### src/hw/rtl/lfrb_pkg.sv
// types and constants of the line filter with replicated border
package lfrb_pkg;

    localparam int PIX_W     = 8;
    localparam int COEF_W    = 16;
    localparam int PROD_W    = COEF_W + PIX_W + 1;
    localparam int ACC_W     = 28;
    localparam int FRAC_W    = 14;
    localparam int HALF_W    = 3;
    localparam int SEEN_W    = 4;
    localparam int TAP_W     = 4;
    localparam int NUM_WORDS = 4;
    localparam int CFG_W     = 64;
    localparam int ADDR_W    = 6;
    localparam int REG_IDX_W = 3;

    localparam logic [REG_IDX_W-1:0] REG_HALF_WIDTH = 3'd0;
    localparam logic [REG_IDX_W-1:0] REG_COEF_0     = 3'd1;
    localparam logic [REG_IDX_W-1:0] REG_COEF_1     = 3'd2;
    localparam logic [REG_IDX_W-1:0] REG_COEF_2     = 3'd3;
    localparam logic [REG_IDX_W-1:0] REG_COEF_3     = 3'd4;

    localparam logic [HALF_W-1:0] HALF_RESET = 3'd1;
    localparam logic [SEEN_W-1:0] SEEN_MAX   = 4'hF;

    typedef logic [NUM_WORDS-1:0][CFG_W-1:0] t_coef_words;

    typedef enum logic [2:0] {
        S_IDLE,
        S_PAD,
        S_MAC,
        S_DRAIN,
        S_PUSH,
        S_SHIFT
    } t_state;

    typedef struct packed {
        logic             load;
        logic             hold_shift;
        logic             mac_step;
        logic             mac_clear;
        logic [TAP_W-1:0] tap;
        logic             push;
        logic             push_last;
    } t_dp_cmd;

    typedef struct packed {
        logic [SEEN_W-1:0] seen;
        logic              slot_free;
    } t_dp_status;

endpackage

### src/hw/rtl/lfrb_cfg.sv
// configuration registers behind the apb port
module lfrb_cfg #(
    parameter int MAX_HALF_WIDTH = 7
) (
    input  logic                                i_clk,
    input  logic                                i_rst_n,
    input  logic                                psel,
    input  logic                                penable,
    input  logic                                pwrite,
    input  logic [lfrb_pkg::ADDR_W-1:0]         paddr,
    input  logic [lfrb_pkg::CFG_W-1:0]          pwdata,
    output logic [lfrb_pkg::CFG_W-1:0]          prdata,
    output logic                                pready,
    output logic [lfrb_pkg::HALF_W-1:0]         o_half,
    output lfrb_pkg::t_coef_words               o_coef
);

    logic [lfrb_pkg::HALF_W-1:0]    r_half;
    lfrb_pkg::t_coef_words          r_coef;
    logic [lfrb_pkg::REG_IDX_W-1:0] reg_idx;
    logic                           wr_en;

    assign reg_idx = paddr[lfrb_pkg::ADDR_W-1:lfrb_pkg::ADDR_W-lfrb_pkg::REG_IDX_W];
    assign wr_en   = psel && penable && pwrite;
    assign pready  = 1'b1;

    always_ff @(posedge i_clk) begin
        if (!i_rst_n) begin
            r_half <= lfrb_pkg::HALF_RESET;
            r_coef <= '0;
        end else if (wr_en) begin
            unique case (reg_idx)
                lfrb_pkg::REG_HALF_WIDTH: r_half    <= pwdata[lfrb_pkg::HALF_W-1:0];
                lfrb_pkg::REG_COEF_0:     r_coef[0] <= pwdata;
                lfrb_pkg::REG_COEF_1:     r_coef[1] <= pwdata;
                lfrb_pkg::REG_COEF_2:     r_coef[2] <= pwdata;
                lfrb_pkg::REG_COEF_3:     r_coef[3] <= pwdata;
                default: ;
            endcase
        end
    end

    always_comb begin
        unique case (reg_idx)
            lfrb_pkg::REG_HALF_WIDTH: prdata = lfrb_pkg::CFG_W'(r_half);
            lfrb_pkg::REG_COEF_0:     prdata = r_coef[0];
            lfrb_pkg::REG_COEF_1:     prdata = r_coef[1];
            lfrb_pkg::REG_COEF_2:     prdata = r_coef[2];
            lfrb_pkg::REG_COEF_3:     prdata = r_coef[3];
            default:                  prdata = '0;
        endcase
    end

    // a border wider than the window allows is used at its maximum
    assign o_half = (r_half > lfrb_pkg::HALF_W'(MAX_HALF_WIDTH))
                  ? lfrb_pkg::HALF_W'(MAX_HALF_WIDTH) : r_half;
    assign o_coef = r_coef;

endmodule

### src/hw/rtl/lfrb_datapath.sv
// window shift line, shared multiply-accumulate unit and output register
module lfrb_datapath #(
    parameter int MAX_HALF_WIDTH = 7
) (
    input  logic                        i_clk,
    input  logic                        i_rst_n,
    input  lfrb_pkg::t_dp_cmd           i_cmd,
    output lfrb_pkg::t_dp_status        o_status,
    input  logic [lfrb_pkg::HALF_W-1:0] i_half,
    input  lfrb_pkg::t_coef_words       i_coef,
    input  logic [lfrb_pkg::PIX_W-1:0]  i_pixel,
    output logic                        o_out_valid,
    input  logic                        i_out_ready,
    output logic [lfrb_pkg::PIX_W-1:0]  o_out_pixel,
    output logic                        o_out_last,
    output logic                        o_clamped
);

    localparam int WIN_LEN   = 2 * MAX_HALF_WIDTH + 1;
    localparam int WIN_IDX_W = $clog2(WIN_LEN);
    localparam logic signed [lfrb_pkg::ACC_W-1:0] NEG_LIMIT =
        lfrb_pkg::ACC_W'(-(1 <<< lfrb_pkg::FRAC_W));

    logic [lfrb_pkg::PIX_W-1:0]         r_win [WIN_LEN];
    logic [lfrb_pkg::PIX_W-1:0]         r_pix;
    logic [lfrb_pkg::SEEN_W-1:0]        r_seen;
    logic signed [lfrb_pkg::PROD_W-1:0] r_prod;
    logic                               r_prod_vld;
    logic signed [lfrb_pkg::ACC_W-1:0]  r_acc;
    logic                               r_out_valid;
    logic [lfrb_pkg::PIX_W-1:0]         r_out_pixel;
    logic                               r_out_last;
    logic                               r_clamped;

    logic [WIN_IDX_W-1:0]               win_sel;
    logic [lfrb_pkg::PIX_W-1:0]         win_pix;
    logic [lfrb_pkg::COEF_W-1:0]        coef_raw;
    logic signed [lfrb_pkg::PROD_W-1:0] prod;
    logic                               slot_free;
    logic [lfrb_pkg::PIX_W-1:0]         sat_pix;
    logic                               sat_clip;

    // tap j of a 2h+1 kernel reads the window at (len - 2h - 1) + j
    assign win_sel  = WIN_IDX_W'(WIN_LEN - 1 - 2 * int'(i_half) + int'(i_cmd.tap));
    assign win_pix  = r_win[win_sel];
    assign coef_raw = i_coef[i_cmd.tap[3:2]][{i_cmd.tap[1:0], 4'b0000} +: lfrb_pkg::COEF_W];
    assign prod     = $signed(coef_raw) * $signed({1'b0, win_pix});

    always_ff @(posedge i_clk) begin
        if (i_cmd.load) begin
            r_pix <= i_pixel;
            // first pixel of a line forms the left border
            if (r_seen == '0) begin
                for (int k = 0; k < WIN_LEN; k++) begin
                    r_win[k] <= i_pixel;
                end
            end else begin
                for (int k = 0; k < WIN_LEN - 1; k++) begin
                    r_win[k] <= r_win[k+1];
                end
                r_win[WIN_LEN-1] <= i_pixel;
            end
        end else if (i_cmd.hold_shift) begin
            // right border: repeat the last pixel
            for (int k = 0; k < WIN_LEN - 1; k++) begin
                r_win[k] <= r_win[k+1];
            end
            r_win[WIN_LEN-1] <= r_pix;
        end
    end

    always_ff @(posedge i_clk) begin
        if (!i_rst_n) begin
            r_seen <= '0;
        end else if (i_cmd.load) begin
            if (i_cmd.push_last) begin
                r_seen <= '0;
            end else if (r_seen != lfrb_pkg::SEEN_MAX) begin
                r_seen <= r_seen + 1'b1;
            end
        end
    end

    always_ff @(posedge i_clk) begin
        if (!i_rst_n) begin
            r_prod_vld <= 1'b0;
        end else begin
            r_prod_vld <= i_cmd.mac_step;
        end
    end

    always_ff @(posedge i_clk) begin
        if (i_cmd.mac_step) begin
            r_prod <= prod;
        end
        if (i_cmd.mac_clear) begin
            r_acc <= '0;
        end else if (r_prod_vld) begin
            r_acc <= r_acc + lfrb_pkg::ACC_W'(r_prod);
        end
    end

    // truncate toward zero, then saturate
    always_comb begin
        if (r_acc[lfrb_pkg::ACC_W-1]) begin
            sat_pix  = '0;
            sat_clip = (r_acc <= NEG_LIMIT);
        end else if (r_acc[lfrb_pkg::ACC_W-2:lfrb_pkg::FRAC_W+lfrb_pkg::PIX_W] != '0) begin
            sat_pix  = '1;
            sat_clip = 1'b1;
        end else begin
            sat_pix  = r_acc[lfrb_pkg::FRAC_W +: lfrb_pkg::PIX_W];
            sat_clip = 1'b0;
        end
    end

    assign slot_free = !r_out_valid || i_out_ready;

    always_ff @(posedge i_clk) begin
        if (!i_rst_n) begin
            r_out_valid <= 1'b0;
        end else if (i_cmd.push) begin
            r_out_valid <= 1'b1;
        end else if (i_out_ready) begin
            r_out_valid <= 1'b0;
        end
    end

    always_ff @(posedge i_clk) begin
        if (i_cmd.push) begin
            r_out_pixel <= sat_pix;
            r_out_last  <= i_cmd.push_last;
            r_clamped   <= sat_clip;
        end
    end

    assign o_status.seen      = r_seen;
    assign o_status.slot_free = slot_free;
    assign o_out_valid        = r_out_valid;
    assign o_out_pixel        = r_out_pixel;
    assign o_out_last         = r_out_last;
    assign o_clamped          = r_clamped;

endmodule

### src/hw/rtl/lfrb_ctrl.sv
// sequencer: accept, border padding, tap loop and result hand-off
module lfrb_ctrl (
    input  logic                        i_clk,
    input  logic                        i_rst_n,
    input  logic                        i_in_valid,
    output logic                        o_in_ready,
    input  logic                        i_line_end,
    input  logic [lfrb_pkg::HALF_W-1:0] i_half,
    input  lfrb_pkg::t_dp_status        i_status,
    output lfrb_pkg::t_dp_cmd           o_cmd
);

    lfrb_pkg::t_state               r_state;
    lfrb_pkg::t_state               n_state;
    logic [lfrb_pkg::HALF_W-1:0]    r_pad;
    logic [lfrb_pkg::HALF_W-1:0]    n_pad;
    logic [lfrb_pkg::HALF_W-1:0]    r_rem;
    logic [lfrb_pkg::HALF_W-1:0]    n_rem;
    logic                           r_last;
    logic                           n_last;
    logic [lfrb_pkg::TAP_W-1:0]     r_tap;
    logic [lfrb_pkg::TAP_W-1:0]     n_tap;

    logic                           accept;
    logic                           enough;
    logic [lfrb_pkg::HALF_W-1:0]    flush_m;
    logic [lfrb_pkg::HALF_W-1:0]    pad_cnt;
    logic [lfrb_pkg::TAP_W-1:0]     tap_end;

    assign accept  = (r_state == lfrb_pkg::S_IDLE) && i_in_valid;
    assign enough  = i_status.seen >= lfrb_pkg::SEEN_W'(i_half);
    // outputs still owed on the line end, beyond the first one
    assign flush_m = enough ? i_half : i_status.seen[lfrb_pkg::HALF_W-1:0];
    assign pad_cnt = i_half - flush_m;
    assign tap_end = {i_half, 1'b0};

    always_ff @(posedge i_clk) begin
        if (!i_rst_n) begin
            r_state <= lfrb_pkg::S_IDLE;
            r_pad   <= '0;
            r_rem   <= '0;
            r_last  <= 1'b0;
            r_tap   <= '0;
        end else begin
            r_state <= n_state;
            r_pad   <= n_pad;
            r_rem   <= n_rem;
            r_last  <= n_last;
            r_tap   <= n_tap;
        end
    end

    always_comb begin
        n_state = r_state;
        unique case (r_state)
            lfrb_pkg::S_IDLE: begin
                if (i_in_valid) begin
                    if (i_line_end) begin
                        n_state = (pad_cnt != '0) ? lfrb_pkg::S_PAD : lfrb_pkg::S_MAC;
                    end else if (enough) begin
                        n_state = lfrb_pkg::S_MAC;
                    end
                end
            end
            lfrb_pkg::S_PAD: begin
                if (r_pad == lfrb_pkg::HALF_W'(1)) begin
                    n_state = lfrb_pkg::S_MAC;
                end
            end
            lfrb_pkg::S_MAC: begin
                if (r_tap == tap_end) begin
                    n_state = lfrb_pkg::S_DRAIN;
                end
            end
            lfrb_pkg::S_DRAIN: n_state = lfrb_pkg::S_PUSH;
            lfrb_pkg::S_PUSH: begin
                if (i_status.slot_free) begin
                    n_state = (r_rem != '0) ? lfrb_pkg::S_SHIFT : lfrb_pkg::S_IDLE;
                end
            end
            lfrb_pkg::S_SHIFT: n_state = lfrb_pkg::S_MAC;
            default:           n_state = lfrb_pkg::S_IDLE;
        endcase
    end

    always_comb begin
        n_pad  = r_pad;
        n_rem  = r_rem;
        n_last = r_last;
        n_tap  = r_tap;
        unique case (r_state)
            lfrb_pkg::S_IDLE: begin
                n_tap = '0;
                if (i_in_valid) begin
                    n_pad  = i_line_end ? pad_cnt : '0;
                    n_rem  = i_line_end ? flush_m : '0;
                    n_last = i_line_end && (flush_m == '0);
                end
            end
            lfrb_pkg::S_PAD:   n_pad = r_pad - 1'b1;
            lfrb_pkg::S_MAC:   n_tap = r_tap + 1'b1;
            lfrb_pkg::S_DRAIN: n_tap = '0;
            lfrb_pkg::S_PUSH:  ;
            lfrb_pkg::S_SHIFT: begin
                n_rem  = r_rem - 1'b1;
                n_last = (r_rem == lfrb_pkg::HALF_W'(1));
            end
            default: ;
        endcase
    end

    always_comb begin
        o_in_ready = 1'b0;
        o_cmd      = '0;
        o_cmd.tap  = r_tap;
        unique case (r_state)
            lfrb_pkg::S_IDLE: begin
                o_in_ready     = 1'b1;
                o_cmd.load     = accept;
                // on load, push_last tells the datapath the line ends here
                o_cmd.push_last = i_line_end;
            end
            lfrb_pkg::S_PAD:   o_cmd.hold_shift = 1'b1;
            lfrb_pkg::S_MAC: begin
                o_cmd.mac_step  = 1'b1;
                o_cmd.mac_clear = (r_tap == '0);
            end
            lfrb_pkg::S_DRAIN: ;
            lfrb_pkg::S_PUSH: begin
                o_cmd.push      = i_status.slot_free;
                o_cmd.push_last = r_last;
            end
            lfrb_pkg::S_SHIFT: o_cmd.hold_shift = 1'b1;
            default: ;
        endcase
    end

endmodule

### src/hw/rtl/line_fir_replicate_border.sv
// An 8-bit line filter with 2*half_width+1 signed Q1.14 taps and a replicated border.
// A pixel that completes no window leaves the sequencer idle and ready for the next one. A pixel
// that gives one filtered word goes through the accept step, one multiply per tap through a single
// shared 16x9 multiplier, a step to drain the accumulator and one to load the output register.
// The line-end pixel also spends one window shift per right-border pad and, for each further
// flushed word, a shift step and the multiply, drain and load steps. It gives up to
// half_width+1 words. Loading the output register waits while the previous word is still held
// there. Input is taken again in the cycle after the last word is loaded, while that word may
// still wait to be taken.
module line_fir_replicate_border #(
    parameter int MAX_HALF_WIDTH = 7
) (
    input  logic                                i_clk,
    input  logic                                i_rst_n,
    input  logic                                i_in_valid,
    output logic                                o_in_ready,
    input  logic [lfrb_pkg::PIX_W-1:0]          i_pixel,
    input  logic                                i_line_end,
    output logic                                o_out_valid,
    input  logic                                i_out_ready,
    output logic [lfrb_pkg::PIX_W-1:0]          o_out_pixel,
    output logic                                o_out_last,
    output logic                                o_clamped,
    input  logic                                psel,
    input  logic                                penable,
    input  logic                                pwrite,
    input  logic [lfrb_pkg::ADDR_W-1:0]         paddr,
    input  logic [lfrb_pkg::CFG_W-1:0]          pwdata,
    output logic [lfrb_pkg::CFG_W-1:0]          prdata,
    output logic                                pready
);

    logic [lfrb_pkg::HALF_W-1:0] half;
    lfrb_pkg::t_coef_words       coef;
    lfrb_pkg::t_dp_cmd           cmd;
    lfrb_pkg::t_dp_status        status;

    lfrb_cfg #(
        .MAX_HALF_WIDTH (MAX_HALF_WIDTH)
    ) u_cfg (
        .i_clk   (i_clk),
        .i_rst_n (i_rst_n),
        .psel    (psel),
        .penable (penable),
        .pwrite  (pwrite),
        .paddr   (paddr),
        .pwdata  (pwdata),
        .prdata  (prdata),
        .pready  (pready),
        .o_half  (half),
        .o_coef  (coef)
    );

    lfrb_ctrl u_ctrl (
        .i_clk      (i_clk),
        .i_rst_n    (i_rst_n),
        .i_in_valid (i_in_valid),
        .o_in_ready (o_in_ready),
        .i_line_end (i_line_end),
        .i_half     (half),
        .i_status   (status),
        .o_cmd      (cmd)
    );

    lfrb_datapath #(
        .MAX_HALF_WIDTH (MAX_HALF_WIDTH)
    ) u_dp (
        .i_clk       (i_clk),
        .i_rst_n     (i_rst_n),
        .i_cmd       (cmd),
        .o_status    (status),
        .i_half      (half),
        .i_coef      (coef),
        .i_pixel     (i_pixel),
        .o_out_valid (o_out_valid),
        .i_out_ready (i_out_ready),
        .o_out_pixel (o_out_pixel),
        .o_out_last  (o_out_last),
        .o_clamped   (o_clamped)
    );

endmodule

### config.mk
export PLATFORM = sky130hd
export DESIGN_NAME = line_fir_replicate_border
export DESIGN_NICKNAME = d
export VERILOG_FILES = /design/src/hw/rtl/lfrb_pkg.sv /design/src/hw/rtl/lfrb_cfg.sv /design/src/hw/rtl/lfrb_datapath.sv /design/src/hw/rtl/lfrb_ctrl.sv /design/src/hw/rtl/line_fir_replicate_border.sv
export SDC_FILE = /design/constraint.sdc
export NUM_CORES = 1
export LEC_CHECK = 0
export BUFFER_PORTS_ARGS = -buffer_cell sky130_fd_sc_hd__buf_2
export CAP_MARGIN = 0
export CORE_ASPECT_RATIO = 1.4
export CORE_MARGIN = 2
export CORE_UTILIZATION = 45
export CTS_CLUSTER_DIAMETER = 150
export CTS_CLUSTER_SIZE = 10
export DETAILED_ROUTE_END_ITERATION = 8
export SYNTH_ARGS = -nofsm -noshare
export SYNTH_HDL_FRONTEND = slang
export SYNTH_SLANG_ARGS = --single-unit
### constraint.sdc
create_clock -name i_clk -period 10.27 [get_ports i_clk]
set_clock_uncertainty 0.15 [all_clocks]
set_input_delay 0 -clock i_clk [delete_from_list [all_inputs] [get_ports i_clk]]
set_output_delay 0 -clock i_clk [all_outputs]
set_load 0.01 [all_outputs]
After elaboration in Yosys (flattened, before gate mapping)
Memories as Yosys holds them, arrays and structs flattened. Cells that the tools add are included.

Memories kept: 1. Word-level logic and storage cells: 187. Register bits: 350. RAM bits: 120. Input bits: 86.

Memories: u_dp.r_win (depth 15, bits a word 8, rd ports 15, clocked after Yosys merged registers in 0, wr ports 15, line lfrb_datapath.sv:24) `logic [lfrb_pkg::PIX_W-1:0] r_win [WIN_LEN];`.

$add $sub $neg: 8. Eq/ne operators: 18. Reductions and logical operators: 30. Bitwise operators: 30. Multiply operators: 1. Order comparisons: 4. Shift-type cells: 1. Muxes and demuxes: 75.

Operator list (number): one-hot mux 64 bit (5 select lines) (1); two-way mux 8 bit (31); binary-select mux 64 bit (select 2 bit) (1); two-way mux 64 bit (1); indexed part select 64 x 7 -> 16 bit (1); two-way mux 3 bit (13); OR 1 bit (30); adder 28 x 25 -> 28 bit (1); <= comparator 28 x 15 -> 1 bit (second input constant) (1); multiplier 16 x 9 -> 25 bit (1); two-way mux 1 bit (18); one-hot mux 3 bit (6 select lines) (1); AND reduction 2 bit (8); == test 3 x 1 -> 1 bit (second input constant) (4); == test 3 x 2 -> 1 bit (second input constant) (4); one-hot mux 3 bit (2 select lines) (2); nonzero test 2 bit (5); == test 3 bit (second input constant) (3); logical NOT 3 bit (3); adder 4 x 1 -> 4 bit (second input constant) (2); logical NOT 4 bit (2); two-way mux 4 bit (2); one-hot mux 4 bit (2 select lines) (1); != test 2 x 1 -> 1 bit (second input constant) (3); 20 further kinds (28).

Logic depth before layout (Yosys ltp)
Gate-level depths: netlist of run 1.

Depth after elaboration: 10. Mapped depth: 30. Depth with buffers taken out: 26.

Modules after synthesis
From an unflattened synthesis of run 1, not the netlist that was laid out.

Cell total of the unflattened synthesis: 2834. Area total of the unflattened synthesis: 29214.3 µm².

Modules (own cells, without submodules): lfrb_datapath (cells an instance 1457, area each 16463.3 µm², sequential area each 5575.3 µm², times used 1); lfrb_cfg (cells an instance 1218, area each 11492.3 µm², sequential area each 5185.0 µm², times used 1); lfrb_ctrl (cells an instance 159, area each 1258.7 µm², sequential area each 280.3 µm², times used 1).

Worst setup path after synthesis of run 1
No wires, ideal clock.

Path type: reg2reg. Start: register u_ctrl.r_tap[1] in the netlist's numbering. End: register u_dp.r_prod[23] in the netlist's numbering (data pin). Data arrival time: 7.741 ns. Required time: 9.862 ns. Stages on the path, launching flop included: 28. Setup slack: 2.121 ns. Library setup time: 0.258 ns. Cell sequence: dfxtp_1 > inv_2 > buf_1 > ha_1 > buf_2 > clkbuf_1 > inv_1 > fa_1 > xnor2_1 > xnor2_2 > mux4_2 > buf_2 > and2_1 > fa_1 > fa_1 > fa_1 > inv_1 > fa_1 > inv_1 > ha_1 > a211o_1 > or3_1 > a31oi_1 > o21ai_1 > a211oi_2 > o31ai_1 > a21oi_1 > xnor2_1.

Word-level cells in the longest chain between the ends: 3. Elaborated cells on any way between the ends: 4. Those cells by class: add/sub (1); mul (1); shift (1); memory (1).

RTL lines: start, declared (line lfrb_ctrl.sv:21) `logic [lfrb_pkg::TAP_W-1:0] r_tap;`; start signal, assigned (line lfrb_ctrl.sv:49) `r_tap <= n_tap;`; adder 4 bit (line lfrb_datapath.sv:44) `assign win_sel = WIN_IDX_W'(WIN_LEN - 1 - 2 * int'(i_half) + int'(i_cmd.tap));`; memory read (15 x 8 bit); multiplier 16 x 9 -> 25 bit (*) (line lfrb_datapath.sv:47) `assign prod = $signed(coef_raw) * $signed({1'b0, win_pix});`; via u_dp.prod, one bit (line lfrb_datapath.sv:38) `logic signed [lfrb_pkg::PROD_W-1:0] prod;`; end signal, assigned (line lfrb_datapath.sv:94) `r_prod <= prod;`; end, declared (line lfrb_datapath.sv:27) `logic signed [lfrb_pkg::PROD_W-1:0] r_prod;`.

The timed path passes the listed nets; every way through them passes the cells marked *. A chain may end at the register's enable or synchronous reset.

Worst setup path after layout of run 1
Start: register u_ctrl.r_tap[2] in the netlist's numbering. End: register u_dp.r_prod[24] in the netlist's numbering (data pin).

Word-level cells in the longest chain between the ends: 4. Elaborated cells on any way between the ends: 6. Those cells by class: add/sub (1); mul (1); shift (1); mux (2); memory (1).

RTL lines: binary-select mux 64 bit (select 2 bit) (line lfrb_datapath.sv:46) `assign coef_raw = i_coef[i_cmd.tap[3:2]][{i_cmd.tap[1:0], 4'b0000} +: lfrb_pkg::COEF_W];`; two-way mux 64 bit (implied by the code) (line lfrb_datapath.sv:46); indexed part select 64 x 7 -> 16 bit (line lfrb_datapath.sv:46); multiplier 16 x 9 -> 25 bit (*) (line lfrb_datapath.sv:47); via u_dp.prod, one bit (line lfrb_datapath.sv:38).

The timed path passes the listed nets; every way through them passes the cells marked *. The select of a mux whose other input is x is not followed.

==> impl_metrics.env, run 1 <==
export IMPL_drt_iter0_drc=1435
export IMPL_die_height_um=296
export IMPL_netlist_top_cells_area="dfxtp_1 22%, edfxtp_1 18%, nand2_1 11%, mux4_2 9.2%, fa_1 7.7%"
export IMPL_wirelength_um=77600
export IMPL_slew_limit_headroom=0.201
export IMPL_hold_class="primary input to flop"
export IMPL_synth_edf_count=163
export IMPL_tightest_slew_ps=1200
export IMPL_seq_area_frac_synth=0.404
export IMPL_cts_buffers_inserted=52
export IMPL_power_frac_seq=0.450
export IMPL_ir_drop_v=0.000133
export IMPL_netlist_instances=2895
export IMPL_synth_top_cells_by_count="812 x nand2_1, 318 x a21oi_1, 307 x dfxtp_1, 179 x inv_1, 163 x edfxtp_1"
export IMPL_min_period_ps=8270
export IMPL_grt_pass1_vias=22400
export IMPL_route_detailed_wl_per_inst_um=20.0
export IMPL_period_share=0.805
export IMPL_ios=163
export IMPL_rows=106
export IMPL_cp_data_required_time_ps=10450
export IMPL_cp_arrival_ps=8450
export IMPL_track_usage=0.248
export IMPL_dieArea_um2=62800
export IMPL_finalPower_mw=5.82
export IMPL_chipWidth_um=212
export IMPL_postCtsSetupBuffers=0
export IMPL_path_clk_slew_ps=60
export IMPL_critPathCaptureType="flop"
export IMPL_syn_to_final_growth_pct=13.5
export IMPL_ctsLongestPathBuffers=3
export IMPL_intPower_mw=3.94
export IMPL_cap_violations=0
export IMPL_synth_warnings=0
export IMPL_layout_drive_gt1_share=0.126
export IMPL_cp_max_fo=30
export IMPL_rsz0062_at_grt="false"
export IMPL_power_density_nw_per_um2=187
export IMPL_fin_ws_ps=2000
export IMPL_gp_congestion=0.802
export IMPL_yosysTopAreaCell="dfxtp_1"
export IMPL_nNetsFinal=3325
export IMPL_clkPwrFrac=0.288
export IMPL_setup_violations=0
export IMPL_crit_type="flop to flop"
export IMPL_fin_tns_setup_ps=0
export IMPL_drc=0
export IMPL_cts_htree_levels=2
export IMPL_synth_seq_cells=470
export IMPL_swShare=0.323
export IMPL_pre_cts_ws_ps=1960
export IMPL_power_leakage_nw=12.4
export IMPL_antenna_found_initial=5
export IMPL_status="complete, no violations"
export IMPL_power_share_combinational=0.262
export IMPL_cts_tree="built"
export IMPL_yosys_cell_count_top_type="nand2_1"
export IMPL_syn_area_um2=27300
export IMPL_dp_hpwl_um=50200
export IMPL_p_sw_mw=1.88
export IMPL_syn_avg_cell_area_um2=9.45
export IMPL_core_um2=59900
export IMPL_overflow=0
export IMPL_start_kind="flop"
export IMPL_synth_flop_cell="dfxtp_1"
export IMPL_port_buffers=158
export IMPL_first_pass_iters=5
export IMPL_slew_violations=0
export IMPL_fmax_mhz=121
export IMPL_syn_num_nets=3178
export IMPL_start_util=0.456
export IMPL_grt_pass1_wl_um=122000
export IMPL_num_vias=21800
export IMPL_finalHoldViolations=0
export IMPL_synth_top_cell_area_share=0.225
export IMPL_grt_max_degree=171
export IMPL_synth_distinct_cells=69
export IMPL_async_flop_share=0
export IMPL_cts_sinks=470
export IMPL_root_buffer="clkbuf_16"
export IMPL_clock_latency_ps=610
export IMPL_antenna_left=0
export IMPL_via_per_inst=5.64
-- final timing paths --
path                                    endpoint                      startpoint  slack [ps]  cells after the start
setup / recovery       u_dp.r_prod[24]$_DFFE_PP_    u_ctrl.r_tap[2]$_SDFFE_PN0P_        2000                     26
hold reg to reg   u_cfg.o_coef[187]$_SDFFE_PN0P_  u_cfg.o_coef[187]$_SDFFE_PN0P_         320                      2
hold / removal           u_dp.r_pix[6]$_DFFE_PP_                      i_pixel[6]          50                      2
setup reg to reg       u_dp.r_prod[24]$_DFFE_PP_    u_ctrl.r_tap[2]$_SDFFE_PN0P_        2000                     26
-- critical path: stages, from the launching register on --
cell	delay [ps]
dfxtp_4	760
inv_1	100
ha_1	310
inv_1	60
fa_1	410
xnor2_1	170
xnor2_2	740
mux4_2	810
and2_1	240
fa_1	500
inv_1	50
fa_1	530
inv_1	50
fa_1	480
inv_1	50
fa_1	470
inv_1	40
ha_1	320
o21ai_0	100
nor2_1	290
o311ai_1	180
a21oi_1	290
a211oi_1	130
a211oi_1	350
a21o_1	170
a21oi_1	70
xnor2_1	120
-- flip-flops by register name, indices dropped and copies added, names as in the netlist, 3 cells and up --
register / cells
u_dp.r_pix: 8
u_dp.r_acc: 28
u_cfg.o_coef: 256
u_cfg.r_half: 3
u_ctrl.r_pad: 3
u_dp.r_seen: 4
u_dp.r_win: 120
u_ctrl.r_tap: 4
u_dp.o_out_pixel: 8
u_ctrl.r_rem: 3
u_ctrl.r_state: 3
u_dp.r_prod: 25
-- area by class of cell --
type | count | area, um^2
tap | 810 | 1010
inverter | 180 | 683
multi-input combinational | 2067 | 15000
clock inverter | 2 | 38.8
antenna | 5 | 12.5
clock buffer | 72 | 1400
sequential | 470 | 11100
timing repair buffer | 271 | 1850
fill | 5574 | 28900
-- cells by family (layout without fill, tap and decap cells) --
| kind of cell | after synthesis | count (layout) | synth area share |
|---|---|---|---|
| compound gates | 593 | 593 | 0.141 |
| fa+ha+maj | 197 | 197 | 0.119 |
| flops | 470 | 470 | 0.404 |
| simple gates | 1075 | 1075 | 0.163 |
| mux | 150 | 150 | 0.106 |
| other cells | 1 | 6 | 0.000137 |
| xor+xnor | 51 | 51 | 0.0166 |
| buf+inv | 358 | 525 | 0.0510 |
-- what timing repair did --
action / CTS / global route
endpoints found under the hold margin: 411 / 0
hold buffers: 85 / 0
resized for setup: 0 / 0
-- per-stage QoR --
stage / area [um^2] / instances / utilization / hold WS, ps
global placement: 28700 / 3713 / 0.479 / 77.0
detailed placement: 28700 / 3713 / 0.479 / 73.9
global route: 31000 / 3875 / 0.518 / 30.4
CTS: 31000 / 3872 / 0.518 / 1.68
floorplan: 27300 / 2895 / - / -88.1
finish: 31000 / 3877 / 0.518 / 45.8
-- routing by layer --
layer,GRT usage,vias to the layer above,wire length (um)
met5,0,-,13
met4,0.115,2,3570
met3,0.0407,158,4200
met2,0.454,638,40300
met1,0.283,10800,29600
li1,-,10300,-
-- cells in the final DEF, fill, tap and decap left out, drive strengths merged, types with 3 or more instances in the layout --
cell and count:
nor2 91, xor2 17, o21ai 37, and2 74, o21a 8, nand2 812
dfxtp 307, buf 186, ha 92, a22o 61, nand2b 12, o211ai 4
o31a 4, nor3 18, a211oi 14, a21boi 3, and3 15, dlygate4sd3 85
a31oi 5, diode 5, inv 181, o22ai 3, nor2b 7, mux2i 38
o31ai 3, a211o 4, xnor2 34, clkbuf 72, nand4 5, a21o 46
or3 9, nor4 7, a21oi 318, a221o 61, fa 105, nand3 18
edfxtp 163, mux4 112, a2111oi 4
-- power by group through the flow --
| stage | Clock, mW | Combinational (mW) | Sequential [mW] |
|---|---|---|---|
| 2_1_floorplan | 0 | 1.15 | 2.58 |
| 3_3_place_gp | 0 | 1.47 | 2.64 |
| 3_5_place_dp | 0 | 1.51 | 2.66 |
| 4_1_cts | 1.72 | 1.54 | 2.62 |
| 5_1_grt | 1.78 | 1.71 | 2.67 |
| 6_report | 1.67 | 1.53 | 2.62 |
No activity file was read; power rests on OpenSTA's default activity.
==> run 2, diff against run 1 <==
==> constraint.sdc (replaced) <==
create_clock -name i_clk -period 7.1 [get_ports i_clk]
set_clock_uncertainty 0.15 [all_clocks]
set_input_delay 0 -clock i_clk [delete_from_list [all_inputs] [get_ports i_clk]]
set_output_delay 0 -clock i_clk [all_outputs]
set_load 0.01 [all_outputs]
==> run 2 against run 1 <==
  * Power up 46%
  * Clock power up 44%
  * Sequential share of layout area down 0.39 points
  * Largest power group unchanged
  * Highest routed layer unchanged
  * Setup slack worse by 1700 ps
  * Final area up 1.1%
  * Largest cell class unchanged
==> impl_metrics.env, run 2 (synthesized netlist as in run 1, its figures left out) <==
export IMPL_layout_drive_gt1_share=0.139
export IMPL_syn_to_final_growth_pct=14.8
export IMPL_fmax_mhz=147
export IMPL_nNetsFinal=3346
export IMPL_ctsLongestPathBuffers=3
export IMPL_cts_htree_levels=2
export IMPL_fin_tns_setup_ps=0
export IMPL_chipWidth_um=212
export IMPL_drt_iter0_drc=1546
export IMPL_pre_cts_ws_ps=4.71
export IMPL_grt_pass1_vias=22300
export IMPL_num_vias=22000
export IMPL_cts_sinks=470
export IMPL_min_period_ps=6820
export IMPL_worstHoldStart="paddr[4]"
export IMPL_r2r_slack_ps=280
export IMPL_cts_tree="built"
export IMPL_cp_max_fo=15
export IMPL_clock_latency_ps=610
export IMPL_cap_violations=0
export IMPL_route_detailed_wl_per_inst_um=20.2
export IMPL_grt_max_degree=187
export IMPL_dp_hpwl_um=51900
export IMPL_postPlaceCellArea_um2=29000
export IMPL_power_density_nw_per_um2=271
export IMPL_drc=0
export IMPL_first_pass_iters=5
export IMPL_power_leakage_nw=12.5
export IMPL_hold_class="primary input to flop"
export IMPL_port_buffers=158
export IMPL_final_cell_mix="807 x nand2_1, 317 x a21oi_1, 303 x dfxtp_1"
export IMPL_status="complete, no violations"
export IMPL_dieArea_um2=62800
export IMPL_largest_register_ffs=256
export IMPL_critPathCaptureType="flop"
export IMPL_start_util=0.456
export IMPL_path_clk_slew_ps=60
export IMPL_setup_violations=0
export IMPL_min_path_cells=4
export IMPL_core_um2=59900
export IMPL_cts_buffers_inserted=52
export IMPL_cp_arrival_ps=7010
export IMPL_r2r_end="u_dp.r_prod[24]$_DFFE_PP_"
export IMPL_tightest_slew_ps=1170
export IMPL_period_share=0.961
export IMPL_finish_instance_area_um2=31400
export IMPL_crit_type="flop to flop"
export IMPL_antenna_left=0
export IMPL_reg2regPathDepth=26
export IMPL_finalHoldViolations=0
export IMPL_cp_data_required_time_ps=7290
export IMPL_rows=106
export IMPL_slew_violations=0
export IMPL_reg2reg_from="u_ctrl.r_tap[1]$_SDFFE_PN0P_"
export IMPL_ios=163
export IMPL_antenna_found_initial=4
export IMPL_finalPower_mw=8.52
export IMPL_min_to="u_cfg.r_half[0]$_SDFFE_PN1P_"
export IMPL_fin_ws_ps=279
export IMPL_track_usage=0.251
export IMPL_grt_pass1_wl_um=123000
export IMPL_gp_congestion=0.864
export IMPL_overflow=0
export IMPL_ir_drop_v=0.000181
export IMPL_via_per_inst=5.65
export IMPL_die_height_um=296
export IMPL_wirelength_um=78900
export IMPL_start_kind="flop"
export IMPL_slew_limit_headroom=0.220
export IMPL_layout_commonest_cell="nand2_1"
export IMPL_root_buffer="clkbuf_16"
[run 2: final cells by class]
type,count,area (um^2)
timing repair buffer,291,2030
sequential,470,11100
fill,5579,28600
clock buffer,74,1380
tap,810,1010
clock inverter,1,30.0
inverter,180,688
multi-input combinational,2068,15200
antenna,3,7.51
[run 2: what timing repair did]
item                                    CTS  global route
resized for setup                         0             8
hold buffers                             81             0
endpoints found under the setup margin    1             5
setup buffers                             2             6
pin swaps                                 1             6
endpoints found under the hold margin   410             0
gates cloned                              0             1
[run 2: metrics by stage]
step           hold WS, ps   util  instances
3_5_place_dp          70.9  0.484       3729
2_1_floorplan        -88.1      -       2895
4_1_cts               2.92  0.521       3887
3_3_place_gp          70.9  0.484       3729
6_report              34.7  0.524       3897
5_1_grt               45.7  0.524       3897
[run 2: worst max-delay path by stage]
stage / startpoint / end / slack [ps] / depth (start not counted)
global route: u_ctrl.r_tap[2]$_SDFFE_PN0P_ / u_dp.r_prod[24]$_DFFE_PP_ / -30 / 26
detailed placement: u_ctrl.r_tap[1]$_SDFFE_PN0P_ / u_dp.r_prod[24]$_DFFE_PP_ / 5 / 25
CTS: u_ctrl.r_tap[1]$_SDFFE_PN0P_ / u_dp.r_prod[24]$_DFFE_PP_ / 20 / 25
finish: u_ctrl.r_tap[1]$_SDFFE_PN0P_ / u_dp.r_prod[24]$_DFFE_PP_ / 280 / 26
floorplan: u_ctrl.r_tap[1]$_SDFFE_PN0P_ / u_dp.r_prod[23]$_DFFE_PP_ / 7 / 27
global placement: u_ctrl.r_tap[2]$_SDFFE_PN0P_ / u_dp.r_prod[24]$_DFFE_PP_ / 100 / 25
[run 2: metal layers]
layer	GRT usage	part of all wire	vias to the layer above
li1	-	-	10300
met1	0.293	0.38	10800
met2	0.455	0.52	738
met3	0.0419	0.068	138
met4	0.104	0.037	2
met5	0	0.00016	-
[run 2: critical path, cell delays in order (launching register included)]
cell      delay (ps)
dfxtp_4          380
inv_6             40
ha_4             260
inv_2             40
fa_2             420
xnor2_4          210
xnor2_4          150
buf_12           150
mux4_2           520
buf_4            210
and2_1           180
fa_1             440
fa_1             500
inv_1             60
fa_1             480
fa_1             490
inv_1             40
ha_1             320
o21ai_0          180
nor2_1           110
o311ai_2         340
a21oi_2          150
a211oi_2         280
a211oi_2          70
a21o_1           160
a21oi_1          160
xnor2_1           70
[run 2: where the power goes]
group | switching, mW | internal (mW)
Combinational | 1.40 | 0.916
Clock | 1.08 | 1.33
Sequential | 0.305 | 3.49
